==> src/design/uapq_pkg.sv <==
// shared types, codes and default sizes for the unordered array priority queue
// no dependencies; imported by the cell, the top level and the checker
package uapq_pkg;

    // default sizes, handed to the top level parameters
    localparam int DEPTH_DEF    = 8;
    localparam int PRI_W_DEF    = 8;
    localparam int VAL_W_DEF    = 32;

    // fixed field widths of the ports
    localparam int VALUE_FLD_W  = 32;
    localparam int PRI_FLD_W    = 8;
    localparam int STATUS_W     = 2;
    localparam int OCC_W        = 4;

    // operation codes
    localparam logic OP_ENQUEUE = 1'b0;
    localparam logic OP_DEQUEUE = 1'b1;

    // status codes
    localparam logic [STATUS_W-1:0] STAT_ENQUEUED = 2'd0;
    localparam logic [STATUS_W-1:0] STAT_FULL     = 2'd1;
    localparam logic [STATUS_W-1:0] STAT_DEQUEUED = 2'd2;
    localparam logic [STATUS_W-1:0] STAT_EMPTY    = 2'd3;

    typedef struct packed {
        logic                          operation;
        logic signed [VALUE_FLD_W-1:0] value_in;
        logic        [PRI_FLD_W-1:0]   priority_in;
    } t_in;

    typedef struct packed {
        logic        [STATUS_W-1:0]    status;
        logic signed [VALUE_FLD_W-1:0] value_out;
        logic        [PRI_FLD_W-1:0]   priority_out;
        logic        [OCC_W-1:0]       occupancy;
    } t_out;

    // per-cell control from the sequencer
    typedef struct packed {
        logic wr;     // load the incoming pair
        logic shift;  // take the neighbor's pair from above
        logic valid;  // cell holds a live entry
    } t_cell_ctl;

endpackage

==> src/design/unordered_array_priority_queue.sv <==
// enqueue, full and empty results appear in the cycle after the transaction is accepted;
// a dequeue first lets the max token ripple through the registers of the cell chain
// and then commits the result and the compacting shift once the output is free
// one enqueue per cycle while the output is free; no input is taken during a dequeue
// reset: synchronous active low, clears the entry count and handshake state; stored pairs
// are not cleared and no clearing pass runs, so the block is ready right after reset
module unordered_array_priority_queue
    import uapq_pkg::*;
#(
    parameter int DEPTH          = DEPTH_DEF,
    parameter int PRIORITY_WIDTH = PRI_W_DEF,
    parameter int VALUE_WIDTH    = VAL_W_DEF
) (
    input  logic i_clk,
    input  logic i_rst_n,
    input  logic i_in_valid,
    output logic o_in_ready,
    input  t_in  i_in,
    output logic o_out_valid,
    input  logic i_out_ready,
    output t_out o_out
);

    localparam int CNT_W = $clog2(DEPTH + 1);
    localparam int IDX_W = $clog2(DEPTH);

    localparam logic [1:0] S_IDLE = 2'd0;
    localparam logic [1:0] S_SCAN = 2'd1;
    localparam logic [1:0] S_DONE = 2'd2;

    logic [1:0]       r_state, n_state;
    logic [CNT_W-1:0] r_count, n_count;
    logic [IDX_W-1:0] r_scan, n_scan;
    logic             r_out_valid, n_out_valid;
    t_out             r_out, n_out;

    logic w_out_free;
    logic w_in_acc;
    logic w_full;
    logic w_enq;
    logic w_deq_fire;

    logic [VALUE_WIDTH-1:0]    w_wr_val;
    logic [PRIORITY_WIDTH-1:0] w_wr_pri;

    t_cell_ctl                 w_ctl   [DEPTH];
    logic [VALUE_WIDTH-1:0]    w_val   [DEPTH];
    logic [PRIORITY_WIDTH-1:0] w_pri   [DEPTH];
    logic                      w_tok_v [DEPTH+1];
    logic [PRIORITY_WIDTH-1:0] w_tok_p [DEPTH+1];
    logic [VALUE_WIDTH-1:0]    w_tok_d [DEPTH+1];
    logic [IDX_W-1:0]          w_tok_i [DEPTH+1];

    assign w_out_free = !r_out_valid || i_out_ready;
    assign o_in_ready = (r_state == S_IDLE) && w_out_free;
    assign w_in_acc   = i_in_valid && o_in_ready;
    assign w_full     = (r_count == CNT_W'(DEPTH));
    assign w_enq      = w_in_acc && (i_in.operation == OP_ENQUEUE) && !w_full;
    assign w_deq_fire = (r_state == S_DONE) && w_out_free;

    assign w_wr_val = VALUE_WIDTH'($unsigned(i_in.value_in));
    assign w_wr_pri = PRIORITY_WIDTH'(i_in.priority_in);

    // head of the token chain carries nothing
    assign w_tok_v[0] = 1'b0;
    assign w_tok_p[0] = '0;
    assign w_tok_d[0] = '0;
    assign w_tok_i[0] = '0;

    for (genvar i = 0; i < DEPTH; i++) begin : g_cell
        logic [VALUE_WIDTH-1:0]    w_nb_val;
        logic [PRIORITY_WIDTH-1:0] w_nb_pri;

        if (i < DEPTH - 1) begin : g_nb
            assign w_nb_val = w_val[i+1];
            assign w_nb_pri = w_pri[i+1];
        end else begin : g_top
            assign w_nb_val = '0;
            assign w_nb_pri = '0;
        end

        assign w_ctl[i].valid = (CNT_W'(i) < r_count);
        assign w_ctl[i].wr    = w_enq && (CNT_W'(i) == r_count);
        assign w_ctl[i].shift = w_deq_fire && (IDX_W'(i) >= w_tok_i[DEPTH])
                              && (CNT_W'(i + 1) < r_count);

        uapq_cell #(
            .IDX   (i),
            .PRI_W (PRIORITY_WIDTH),
            .VAL_W (VALUE_WIDTH),
            .IDX_W (IDX_W)
        ) u_cell (
            .i_clk       (i_clk),
            .i_rst_n     (i_rst_n),
            .i_ctl       (w_ctl[i]),
            .i_wr_val    (w_wr_val),
            .i_wr_pri    (w_wr_pri),
            .i_nb_val    (w_nb_val),
            .i_nb_pri    (w_nb_pri),
            .i_tok_valid (w_tok_v[i]),
            .i_tok_pri   (w_tok_p[i]),
            .i_tok_val   (w_tok_d[i]),
            .i_tok_idx   (w_tok_i[i]),
            .o_val       (w_val[i]),
            .o_pri       (w_pri[i]),
            .o_tok_valid (w_tok_v[i+1]),
            .o_tok_pri   (w_tok_p[i+1]),
            .o_tok_val   (w_tok_d[i+1]),
            .o_tok_idx   (w_tok_i[i+1])
        );
    end

    always_comb begin
        n_state     = r_state;
        n_count     = r_count;
        n_scan      = r_scan;
        n_out_valid = r_out_valid;
        n_out       = r_out;
        if (r_out_valid && i_out_ready) begin
            n_out_valid = 1'b0;
        end
        unique case (r_state)
            S_IDLE: begin
                if (w_in_acc) begin
                    if (i_in.operation == OP_ENQUEUE) begin
                        n_out_valid = 1'b1;
                        n_out       = '0;
                        if (w_full) begin
                            n_out.status    = STAT_FULL;
                            n_out.occupancy = OCC_W'(r_count);
                        end else begin
                            n_count         = r_count + CNT_W'(1);
                            n_out.status    = STAT_ENQUEUED;
                            n_out.occupancy = OCC_W'(r_count + CNT_W'(1));
                        end
                    end else if (r_count == '0) begin
                        n_out_valid     = 1'b1;
                        n_out           = '0;
                        n_out.status    = STAT_EMPTY;
                    end else begin
                        n_scan  = '0;
                        n_state = S_SCAN;
                    end
                end
            end
            S_SCAN: begin
                // the store is frozen, wait for the token to reach the chain end
                n_scan = r_scan + IDX_W'(1);
                if (r_scan == IDX_W'(DEPTH - 1)) begin
                    n_state = S_DONE;
                end
            end
            S_DONE: begin
                if (w_out_free) begin
                    n_out_valid        = 1'b1;
                    n_out.status       = STAT_DEQUEUED;
                    n_out.value_out    = $signed(VALUE_FLD_W'(w_tok_d[DEPTH]));
                    n_out.priority_out = PRI_FLD_W'(w_tok_p[DEPTH]);
                    n_count            = r_count - CNT_W'(1);
                    n_out.occupancy    = OCC_W'(r_count - CNT_W'(1));
                    n_state            = S_IDLE;
                end
            end
            default: begin
                n_state = S_IDLE;
            end
        endcase
    end

    always_ff @(posedge i_clk) begin
        if (!i_rst_n) begin
            r_state     <= S_IDLE;
            r_count     <= '0;
            r_scan      <= '0;
            r_out_valid <= 1'b0;
        end else begin
            r_state     <= n_state;
            r_count     <= n_count;
            r_scan      <= n_scan;
            r_out_valid <= n_out_valid;
        end
    end

    always_ff @(posedge i_clk) begin
        r_out <= n_out;
    end

    assign o_out_valid = r_out_valid;
    assign o_out       = r_out;

endmodule

==> src/design/uapq_cell.sv <==
// one storage cell of the priority queue chain: holds a pair and forwards the
// running best-priority token to the next cell; depends on uapq_pkg
module uapq_cell
    import uapq_pkg::*;
#(
    parameter int IDX   = 0,
    parameter int PRI_W = PRI_W_DEF,
    parameter int VAL_W = VAL_W_DEF,
    parameter int IDX_W = 3
) (
    input  logic             i_clk,
    input  logic             i_rst_n,
    input  t_cell_ctl        i_ctl,
    input  logic [VAL_W-1:0] i_wr_val,
    input  logic [PRI_W-1:0] i_wr_pri,
    input  logic [VAL_W-1:0] i_nb_val,
    input  logic [PRI_W-1:0] i_nb_pri,
    input  logic             i_tok_valid,
    input  logic [PRI_W-1:0] i_tok_pri,
    input  logic [VAL_W-1:0] i_tok_val,
    input  logic [IDX_W-1:0] i_tok_idx,
    output logic [VAL_W-1:0] o_val,
    output logic [PRI_W-1:0] o_pri,
    output logic             o_tok_valid,
    output logic [PRI_W-1:0] o_tok_pri,
    output logic [VAL_W-1:0] o_tok_val,
    output logic [IDX_W-1:0] o_tok_idx
);

    logic [VAL_W-1:0] r_val;
    logic [PRI_W-1:0] r_pri;
    logic             r_tok_valid;
    logic [PRI_W-1:0] r_tok_pri;
    logic [VAL_W-1:0] r_tok_val;
    logic [IDX_W-1:0] r_tok_idx;
    logic             w_take;

    always_ff @(posedge i_clk) begin
        if (i_ctl.wr) begin
            r_val <= i_wr_val;
            r_pri <= i_wr_pri;
        end else if (i_ctl.shift) begin
            r_val <= i_nb_val;
            r_pri <= i_nb_pri;
        end
    end

    // later entries win ties, hence >= as the token moves up the chain
    assign w_take = i_ctl.valid && (!i_tok_valid || (r_pri >= i_tok_pri));

    always_ff @(posedge i_clk) begin
        if (!i_rst_n) begin
            r_tok_valid <= 1'b0;
        end else begin
            r_tok_valid <= i_tok_valid || i_ctl.valid;
        end
    end

    always_ff @(posedge i_clk) begin
        if (w_take) begin
            r_tok_pri <= r_pri;
            r_tok_val <= r_val;
            r_tok_idx <= IDX_W'(IDX);
        end else begin
            r_tok_pri <= i_tok_pri;
            r_tok_val <= i_tok_val;
            r_tok_idx <= i_tok_idx;
        end
    end

    assign o_val       = r_val;
    assign o_pri       = r_pri;
    assign o_tok_valid = r_tok_valid;
    assign o_tok_pri   = r_tok_pri;
    assign o_tok_val   = r_tok_val;
    assign o_tok_idx   = r_tok_idx;

endmodule

==> config.mk <==
export PLATFORM = sky130hd
export DESIGN_NAME = unordered_array_priority_queue
export DESIGN_NICKNAME = d
export VERILOG_FILES = /design/src/design/uapq_pkg.sv /design/src/design/unordered_array_priority_queue.sv /design/src/design/uapq_cell.sv
export SDC_FILE = /design/constraint.sdc
export NUM_CORES = 1
export LEC_CHECK = 0
export BUFFER_PORTS_ARGS = -buffer_cell sky130_fd_sc_hd__buf_4
export CAP_MARGIN = 20
export CORE_MARGIN = 2
export CORE_UTILIZATION = 30
export CTS_CLUSTER_DIAMETER = 80
export DETAILED_ROUTE_END_ITERATION = 8
export PLACE_DENSITY_LB_ADDON = 0.3
export SLEW_MARGIN = 20
export SYNTH_ARGS = -nofsm -noshare
export SYNTH_HDL_FRONTEND = slang
export SYNTH_HIERARCHICAL = 1
export SYNTH_SLANG_ARGS = --single-unit
==> constraint.sdc <==
create_clock -name i_clk -period 7.97 [get_ports i_clk]
set_clock_uncertainty 0.15 [all_clocks]
set_input_delay 1.594 -clock i_clk [delete_from_list [all_inputs] [get_ports i_clk]]
set_output_delay 1.594 -clock i_clk [all_outputs]
set_load 0.005 [all_outputs]
==> key figures, run 1 <==
Setup path
  – Worst Path Required: 8.09 ns
  – CP endpoint kind: register
  – Setup crit start kind: primary input
  – Worst Path Arrival: between 4 and 5 ns
  – Worst Path Max Fanout: 41
  – CP peak stage delay: 0.70 ns
  – Bufs and invs on worst path: 3
  – CP max stage cell: or2_2
  – CP most frequent cell: buf_4
  – Family with the most delay on the worst path: simple AND/OR/NAND/NOR gates
  – Critical-path cell list: buf_4 > nand2b_1 > nand4b_1 > or3_1 > nor2_4 > buf_4 > or2_2 > buf_4
  – Crit path kind: primary input to register

Routing
  – Drt first pass iters: 5
  – Drt total wl: ~67000 um
  – DR iter-0 viols: 863
  – Routed Antenna Nets: 0
  – Post-route DRC: 0
  – DR WL/cell: 19.30 um
  – DR vias: 15280
  – Vias per Instance: 4.411

Timing
  – Setup tns final: 0 ns
  – Max frequency: 0.2119 GHz
  – Fin crit period: 4.719 ns
  – Max-slew headroom: 0.3078
  – Final setup viols: 0
  – Tcrit/Tclk final: 0.5921
  – Pins Over Slew Limit: 0
  – Hold Vio Cnt, Final: 0
  – RSZ-0062 raised after global routing: false
  – Worst-Margin Slew: 1.027 ns

Status
  – Status: finished, final reports clean

Run
  – Max cap viols: 0

Pwr
  – Leakage: 14.21 nW
  – Pwr/cell area: 254.3 mW/mm2
  – Post-layout power: 8.962 mW
  – Peak VDD IR: about 0.00015 V

Global route
  – First-pass GRT wire length: 101900 um
  – Initial antenna violation count: 0
  – Vias in the first global route: between 15000 and 20000
  – Grt total ovfl: 0
  – Largest net degree at the start of global routing: 52
  – Total GRT Usage: 0.1288

CTS
  – Inserted Clock Buffers: between 80 and 90
  – Worst skew pair latency: 0.62 ns
  – CTS tree: yes
  – Clock slew at reported path FFs: 0.06 ns
  – Cts repair resizes: 0
  – Cts hold-fix bufs: 0
  – Postcts setup bufs: 0
  – Clock root cell: clkbuf_16
  – H-tree levels: 3
  – Bufs on Longest Clock Path: 3
  – Clock Sinks: 727

Floorplanning
  – Row count: roughly 120
  – # IOs: 93
  – DIE AREA: 0.1036 mm2
  – Die H: 321.8 um
  – Core Area: around 0.1 mm2
  – Chip Width: ~320 um
  – Starting Density: 0.3025

Placement
  – GP Congestion: 0.7890
  – Dpl hpwl: 42050 um
  – PortBufs: 92
  – Placed insts: 3310

Worst hold path
  – Worst Hold Class: register to register

Layout
  – Share of layout cells above drive strength 1: 0.4344
  – Post-layout util: 0.3519
  – Final non-filler cell total: 3464
  – Area grow syn2layout: 16.31%
  – Fill cell count: 9565
  – NumNets Final: 2211

Synthesis
  – Synth Instances: 1886
  – Synth Area per Inst: 16.06 um2
  – Synth Cell Area: 0.03030 mm2
  – Yosys synthesis warning count: 6
cell usage in the layout, fill, tap and decap left out, types with 6 or more instances in the layout:
cell type	instances
edfxtp_1	366
dfxtp_1	361
mux2_2	348
mux2_4	292
buf_4	117
conb_1	93
inv_1	88
clkbuf_16	85
ha_1	70
and2_1	50
nor2_1	27
clkbuf_1	22
a21oi_1	21
nand2_1	18
clkinv_2	15
nand2b_1	14
o21ai_0	13
nand3_1	12
o21ai_1	10
clkbuf_8	10
nor3b_2	9
nand4_1	9
o2111ai_1	8
a22oi_4	8
nor3_2	7
o21a_1	7
inv_6	6
bufinv_16	6
or2_2	6
sequential cells by signal, summed over array words and instances, names as in the netlist, 4 cells and up:
register,cells
g_cell.u_cell/o_pri,64
g_cell.u_cell/o_tok_valid,7
g_cell.u_cell/o_tok_pri,64
g_cell.u_cell/o_val,256
g_cell.u_cell/o_tok_val,256
g_cell.u_cell/o_tok_idx,24
r_count,4
o_out,46
per-layer routing:
metal | share of wire | global-route usage
met5 | 0 | 0
met3 | 0.038 | 0.02006
met4 | 0.024 | 0.04226
met2 | 0.46 | 0.2069
met1 | 0.48 | 0.1767
through the flow:
step | setup slack, ns | hold WS, ns | cell area [um2]
detailed placement | 2.647 | 0.2417 | 32510
CTS | 3.260 | 0.2565 | 35230
floorplan | 2.417 | 0.2363 | 30640
global placement | 2.774 | 0.2464 | 32510
finish | 3.251 | 0.2556 | 35240
global route | 3.088 | 0.2745 | 35230
path summary, 6_finish.rpt:
kind	depth (start not counted)	slack [ns]	to	start
worst max-delay path	8	3.25	g_cell[4].u_cell/o_val[19]$_DFFE_PP_	i_out_ready
worst min register to register	1	0.26	g_cell[1].u_cell/o_tok_idx[0]$_SDFF_PP1_	g_cell[0].u_cell/o_tok_idx[0]$_SDFF_PP0_
worst min-delay path	1	0.26	g_cell[1].u_cell/o_tok_idx[0]$_SDFF_PP1_	g_cell[0].u_cell/o_tok_idx[0]$_SDFF_PP0_
worst max register to register	7	3.93	g_cell[0].u_cell/o_val[6]$_DFFE_PP_	r_count[0]$_SDFFE_PN0P_
power by group:
group	leakage (nW)	total, mW	switching [mW]	internal, mW
logic	6.49	0.805	0.318	0.487
clock network	1.33	3.79	1.53	2.26
registers	6.39	4.37	0.115	4.25
final cells by class:
cell class / count / area (um2) / share of cell area
flip-flops and latches: 727 / 18220 / 0.5170
multi-input cells: 1078 / 11460 / 0.3251
clock inverters: 35 / 372.9 / 0.01058
well taps: 1298 / 1624 / 0.04609
repair buffers: 117 / 878.3 / 0.02493
inverters: 90 / 337.8 / 0.009587
diodes: 2 / 5.005 / 0.0001420
clock buffers: 117 / 2347 / 0.06661
worst reg2reg max path, cell delays in order, from the launching register on:
cell and delay [ns]:
dfxtp_1 0.40, inv_1 0.26, ha_1 0.41, or3b_4 0.54
nor2_4 0.14, buf_4 0.64, or2_2 0.59, buf_4 0.53
(Power assumes the default switching activity.)
==> run 2: changes to the inputs <==
--- a/config.mk
+++ b/config.mk
@@ -5,6 +5,7 @@
 export SDC_FILE = /design/constraint.sdc
 export NUM_CORES = 1
 export LEC_CHECK = 0
+export ABC_AREA = 1
 export BUFFER_PORTS_ARGS = -buffer_cell sky130_fd_sc_hd__buf_4
 export CAP_MARGIN = 20
 export CORE_MARGIN = 2
==> constraint.sdc (replaced) <==
create_clock -name i_clk -period 3.87 [get_ports i_clk]
set_clock_uncertainty 0.15 [all_clocks]
set_input_delay 0.774 -clock i_clk [delete_from_list [all_inputs] [get_ports i_clk]]
set_output_delay 0.774 -clock i_clk [all_outputs]
set_load 0.005 [all_outputs]
==> key figures, run 2 <==
Status
  – Status: finished, final reports clean

Routing
  – Met1 wire length: 40040 um (+25%)
  – Met3 Routed Length: 5913 um (+130%)
  – Drt first pass iters: 5 (unchanged)
  – DR vias: 22050 (+44%)
  – Top sig layer: met5
  – Post-route DRC: 0 (unchanged)
  – DR iter-0 viols: 2035 (+140%)
  – Drt total wl: 82100 um (+23%)
  – Routed Antenna Nets: 0 (unchanged)
  – DR WL met2: 34930 um (+14%)
  – Vias per Instance: 4.494 (+1.9%)
  – DR WL/cell: 16.73 um (-13%)

CTS
  – Clock root cell: clkbuf_16
  – CTS tree: yes
  – Postcts setup bufs: 0 (unchanged)
  – H-tree levels: 3 (unchanged)
  – Cts repair resizes: 0 (unchanged)
  – Bufs on Longest Clock Path: 3 (unchanged)
  – Clock Sinks: 727 (unchanged)
  – Inserted Clock Buffers: 73 (-11%)
  – Cts hold-fix bufs: 0 (unchanged)
  – Clock slew at reported path FFs: 0.07 ns (about the same)
  – Worst skew pair latency: 0.62 ns (about the same)

Placement
  – Dpl hpwl: 52320 um (+24%)
  – DP Area: 0.03232 mm2 (-0.60%)
  – Setup WS pre-CTS: 0.3078 ns (-2.340 ns)
  – PortBufs: 92 (unchanged)
  – GP Congestion: 0.8063 (+2.2%)

Pwr
  – Pwr/cell area: 688.7 mW/mm2 (+170%)
  – Peak VDD IR: 0.0003134 V (+120%)
  – Leakage: 16.00 nW (+13%)

Synthesis
  – Synth Cell Area: 0.03025 mm2 (-0.17%)
  – Synth Instances: 3429 (+82%)
  – Synth Area per Inst: 8.821 um2 (-45%)
  – Yosys synthesis warning count: 6 (unchanged)

Floorplanning
  – Core Area: 0.1000 mm2 (-0.14%)
  – Die H: 321.5 um (about the same)
  – Chip Width: 321.5 um (about the same)
  – # IOs: 93 (unchanged)
  – DIE AREA: 0.1034 mm2 (-0.16%)
  – Row count: 116 (unchanged)
  – Starting Density: 0.3025 (about the same)

Global route
  – Largest net degree at the start of global routing: 48 (-7.7%)
  – Initial antenna violation count: 7 (+7)
  – First-pass GRT wire length: 128500 um (+26%)
  – Total GRT Usage: 0.1590 (+0.03028)
  – Grt total ovfl: 0 (unchanged)
  – Vias in the first global route: 20760 (+27%)

Timing
  – Tcrit/Tclk final: 0.9255
  – Hold Vio Cnt, Final: 0 (unchanged)
  – Setup WS post-layout: 0.2885 ns (-2.962 ns)
  – Pins Over Slew Limit: 0 (unchanged)
  – Final setup viols: 0 (unchanged)
  – RSZ-0062 raised after global routing: false
  – Max-slew headroom: 0.3040 (-0.003823)
  – Setup tns final: 0 ns (unchanged)
  – Worst-Margin Slew: 1.044 ns (+0.01659 ns)
  – Fin crit period: 3.581 ns
  – Max frequency: between 0.2 and 0.3 GHz

Setup path
  – CP endpoint kind: register
  – Crit path kind: register to register
  – Setup crit start kind: register
  – Worst Path Max Fanout: 40 (-2.4%)
  – Worst Path Arrival: 3.80 ns (-1.04 ns)
  – Worst Path Required: 4.09 ns (-4.00 ns)

Layout
  – Fill cell count: 10200 (+6.6%)
  – Share of layout cells above drive strength 1: 0.09091 (-0.3435)
  – Area of the multi-input gates: 0.01068 mm2 (-6.8%)
  – Sequential Area: 0.01822 mm2 (about the same)
  – NumNets Final: 3666 (+66%)
  – Final instance area: 0.03467 mm2 (-1.6%)
  – ANT cells: 0 (-2)
  – Post-layout util: 0.3467 (-0.005220)
  – Most frequent cells in the layout: nand2_1, edfxtp_1, dfxtp_1
  – Leading cell type in the layout, fill and taps excluded: nand2_1
  – Area grow syn2layout: 14.61%

Worst hold path
  – Worst Hold Class: register to register

Run
  – Max cap viols: 0 (unchanged)
-- run 2: changes by cell type in the layout (fill, tap and decap cells not counted), moves of 14 or more --
cell | before | now
inv_1 | 88 | 179
mux2_4 | 292 | 0
nand3_1 | 12 | 331
and2_1 | 50 | 1
nand2_1 | 18 | 1698
nand2_2 | 1 | 46
nor2_1 | 27 | 84
buf_4 | 117 | 133
mux2_2 | 348 | 0
nand2b_1 | 14 | 0
-- run 2: cell type report --
type	count	share of cell area
Sequential cell	727	0.5256
Inverter	181	0.01960
Tap cell	1298	0.04685
Multi-Input combinational cell	2430	0.3082
Clock inverter	27	0.008879
Clock buffer	105	0.05883
Timing Repair Buffer	138	0.03212
-- run 2: routing by layer --
| layer | vias to the layer above | GRT usage |
|---|---|---|
| met5 | - | 0 |
| met4 | 14 | 0.03562 |
| met3 | 90 | 0.03232 |
| met2 | 720 | 0.2388 |
| met1 | 10210 | 0.2341 |
| li1 | 11010 | - |
-- run 2: worst max-delay path, stage by stage, from the launching register on --
cell	delay [ns]
dfxtp_1	0.45
inv_1	0.16
ha_1	0.33
nand2_1	0.12
inv_1	0.06
nand2_1	0.14
nand4_4	0.21
buf_4	0.22
buf_4	0.15
nor2_4	0.33
buf_4	0.42
inv_1	0.07
buf_4	0.30
nand2_1	0.12
nand2_1	0.05
-- run 2: metrics by stage --
step,total power [mW],hold WS (ns),instances
floorplan,15.25,0.2367,3521
detailed placement,16.93,0.2439,4774
global route,25.43,0.2796,4906
CTS,24.07,0.2540,4906
global placement,16.85,0.2412,4772
finish,23.87,0.2531,4906
-- run 2: path summary, 6_finish.rpt --
kind	startpoint	endpoint	slack (ns)	cells after the start
min reg2reg	g_cell[0].u_cell/o_tok_idx[0]$_SDFF_PP0_	g_cell[1].u_cell/o_tok_idx[0]$_SDFF_PP1_	0.25	2
max	r_count[0]$_SDFFE_PN0P_	g_cell[4].u_cell/o_val[11]$_DFFE_PP_	0.29	14
min	g_cell[0].u_cell/o_tok_idx[0]$_SDFF_PP0_	g_cell[1].u_cell/o_tok_idx[0]$_SDFF_PP1_	0.25	2
max reg2reg	r_count[0]$_SDFFE_PN0P_	g_cell[4].u_cell/o_val[11]$_DFFE_PP_	0.29	14
-- run 2: where the power goes --
group	total (mW)	internal, mW	switching, mW
registers	11.2	10.4	0.780
logic	5.62	1.83	3.79
clock network	7.09	4.08	3.01
total	23.9	16.3	7.58
==> run 3: changes to the inputs <==
--- a/config.mk
+++ b/config.mk
@@ -9,7 +9,7 @@
 export BUFFER_PORTS_ARGS = -buffer_cell sky130_fd_sc_hd__buf_4
 export CAP_MARGIN = 20
 export CORE_MARGIN = 2
-export CORE_UTILIZATION = 30
+export CORE_UTILIZATION = 51
 export CTS_CLUSTER_DIAMETER = 80
 export DETAILED_ROUTE_END_ITERATION = 8
 export PLACE_DENSITY_LB_ADDON = 0.3
==> key figures, run 3 (synthesis gave the netlist of run 2 again) <==
Global route
  – Vias in the first global route: 20850 (+0.46%)
  – Initial antenna violation count: 2 (-5)
  – Largest net degree at the start of global routing: 48 (unchanged)
  – Total GRT Usage: 0.2435 (+0.08445)
  – Grt total ovfl: 0 (unchanged)
  – First-pass GRT wire length: 117300 um (-8.7%)

CTS
  – Clock slew at reported path FFs: 0.07 ns (about the same)
  – Cts hold-fix bufs: 0 (unchanged)
  – Worst skew pair latency: 0.61 ns (about the same)
  – Bufs on Longest Clock Path: 3 (unchanged)
  – CTS tree: yes
  – Clock root cell: clkbuf_16
  – Inserted Clock Buffers: 74 (+1.4%)
  – Cts repair resizes: 0 (unchanged)
  – Postcts setup bufs: 0 (unchanged)
  – H-tree levels: 3 (unchanged)
  – Clock Sinks: 727 (unchanged)

Pwr
  – Internal: 16.30 mW (about the same)
  – Sequential fraction of design power: 0.472 (+0.005)
  – Pwr/cell area: 698.4 mW/mm2 (+1.4%)
  – Switching share of power: 0.3135 (-0.003822)
  – Leakage: 16.03 nW (+0.16%)
  – Clock power share: 0.297 (about the same)
  – Combinational power share: 0.231 (-0.005)
  – NetSw: 7.442 mW (-1.8%)
  – Peak VDD IR: 0.0003926 V (+25%)

Placement
  – GP Congestion: 0.8818 (+9.4%)
  – Dpl hpwl: 48160 um (-7.9%)
  – PortBufs: 92 (unchanged)

Layout
  – Post-layout util: 0.5781 (+0.2314)
  – Most frequent cells in the layout: nand2_1, edfxtp_1, dfxtp_1
  – NumNets Final: 3663 (-0.082%)
  – Share of layout cells above drive strength 1: 0.09287 (+0.001966)
  – Area grow syn2layout: 12.36%
  – Leading cell type in the layout, fill and taps excluded: nand2_1

Floorplanning
  – Die H: 247.5 um (-23%)
  – Core Area: 0.05880 mm2 (-41%)
  – # IOs: 93 (unchanged)
  – Starting Density: 0.5144 (+0.2120)
  – Row count: 89 (-23%)
  – Chip Width: 247.5 um (-23%)
  – DIE AREA: 0.06127 mm2 (-41%)

Timing
  – Max-slew headroom: 0.3632 (+0.05926)
  – Worst-Margin Slew: 0.9552 ns (-0.08888 ns)
  – Max frequency: 0.3232 GHz (+16%)
  – RSZ-0062 raised after global routing: false
  – Setup tns final: 0 ns (unchanged)
  – Hold Vio Cnt, Final: 0 (unchanged)
  – Final setup viols: 0 (unchanged)
  – Tcrit/Tclk final: 0.7996 (-0.1259)
  – Pins Over Slew Limit: 0 (unchanged)
  – Fin crit period: 3.094 ns (-0.4872 ns)

Setup path
  – CP endpoint kind: register
  – Critical-path cell list: inv_1 > ha_1 > nand2_1 > inv_1 > nand2_1 > nand4_4 > nor2_2 > buf_4 > inv_1 > buf_4 > nand2_1 > nand2_1
  – CP most frequent cell: nand2_1
  – Crit path kind: register to register
  – Worst Path Max Fanout: 41 (+2.5%)
  – Setup crit start kind: register
  – Worst Path Required: 4.08 ns (about the same)
  – Worst Path Arrival: 3.30 ns (-0.50 ns)
  – CP peak stage delay: 0.45 ns (about the same)
  – CP max stage cell: dfxtp_1

Routing
  – Drt first pass iters: 6 (+1)
  – Vias per Instance: 5.069 (+13%)
  – Post-route DRC: 0 (unchanged)
  – DR iter-0 viols: 2331 (+15%)
  – Routed Antenna Nets: 0 (unchanged)
  – Drt total wl: 73600 um (-10%)
  – DR WL/cell: 16.80 um (+0.37%)
  – DR vias: 22210 (+0.74%)

Run
  – Max cap viols: 0 (unchanged)

Worst hold path
  – Worst Hold Class: register to register

Status
  – Status: finished, final reports clean
run 3: per-stage QoR:
step                total power [mW]  cells  hold slack, ns  worst slack, ns  area, um2
finish                         23.74   4382          0.2523           0.7757      33990
global route                   25.15   4382          0.2774           0.5594      33990
CTS                            23.77   4380          0.2588           0.8462      33980
detailed placement             16.74   4245          0.2464           0.8511      31580
global placement               16.59   4245          0.2453            1.013      31580
floorplan                      15.25   3521          0.2367           0.1497      30590
run 3: worst max-delay path, delay by kind of cell, from the launching register on:
kind | cells | cell delay (ns)
buffers and inverters | 5 | 0.97
and+or+nand+nor | 6 | 0.90
DFF | 1 | 0.45
adders and majority gates | 1 | 0.33
run 3: final cells by class:
cell class / instances / area, um2
Antenna cell: 2 / 5.005
Clock buffer: 107 / 2168
Clock inverter: 28 / 230.2
Fill cell: 5135 / 24810
Inverter: 181 / 679.4
Multi-Input combinational cell: 2430 / 10650
Sequential cell: 727 / 18220
Tap cell: 773 / 967.2
Timing Repair Buffer: 134 / 1069
run 3: routing by layer:
layer,track usage,vias to the layer above,wire length (um)
met2,0.3637,956,31710
met3,0.05179,75,7143
li1,-,11000,-
met5,0,-,0
met4,0.06851,0,1141
met1,0.3580,10180,33600
run 3: path summary, 6_finish.rpt:
kind	slack, ns	to	from	cells past startpoint
hold reg to reg	0.25	g_cell[6].u_cell/o_tok_idx[1]$_SDFF_PP1_	g_cell[5].u_cell/o_tok_idx[1]$_SDFF_PP0_	2
hold / removal	0.25	g_cell[6].u_cell/o_tok_idx[1]$_SDFF_PP1_	g_cell[5].u_cell/o_tok_idx[1]$_SDFF_PP0_	2
setup reg to reg	0.78	g_cell[5].u_cell/o_val[23]$_DFFE_PP_	r_count[0]$_SDFFE_PN0P_	12
setup / recovery	0.78	g_cell[5].u_cell/o_val[23]$_DFFE_PP_	r_count[0]$_SDFFE_PN0P_	12
run 3: power by group through the flow:
stage               Combinational (mW)  Clock [mW]  Sequential, mW
global placement                  5.27           0            11.3
global route                      6.26        7.49            11.4
finish                            5.47        7.06            11.2
detailed placement                5.40           0            11.3
CTS                               5.42        7.16            11.2
floorplan                         4.15           0            11.1
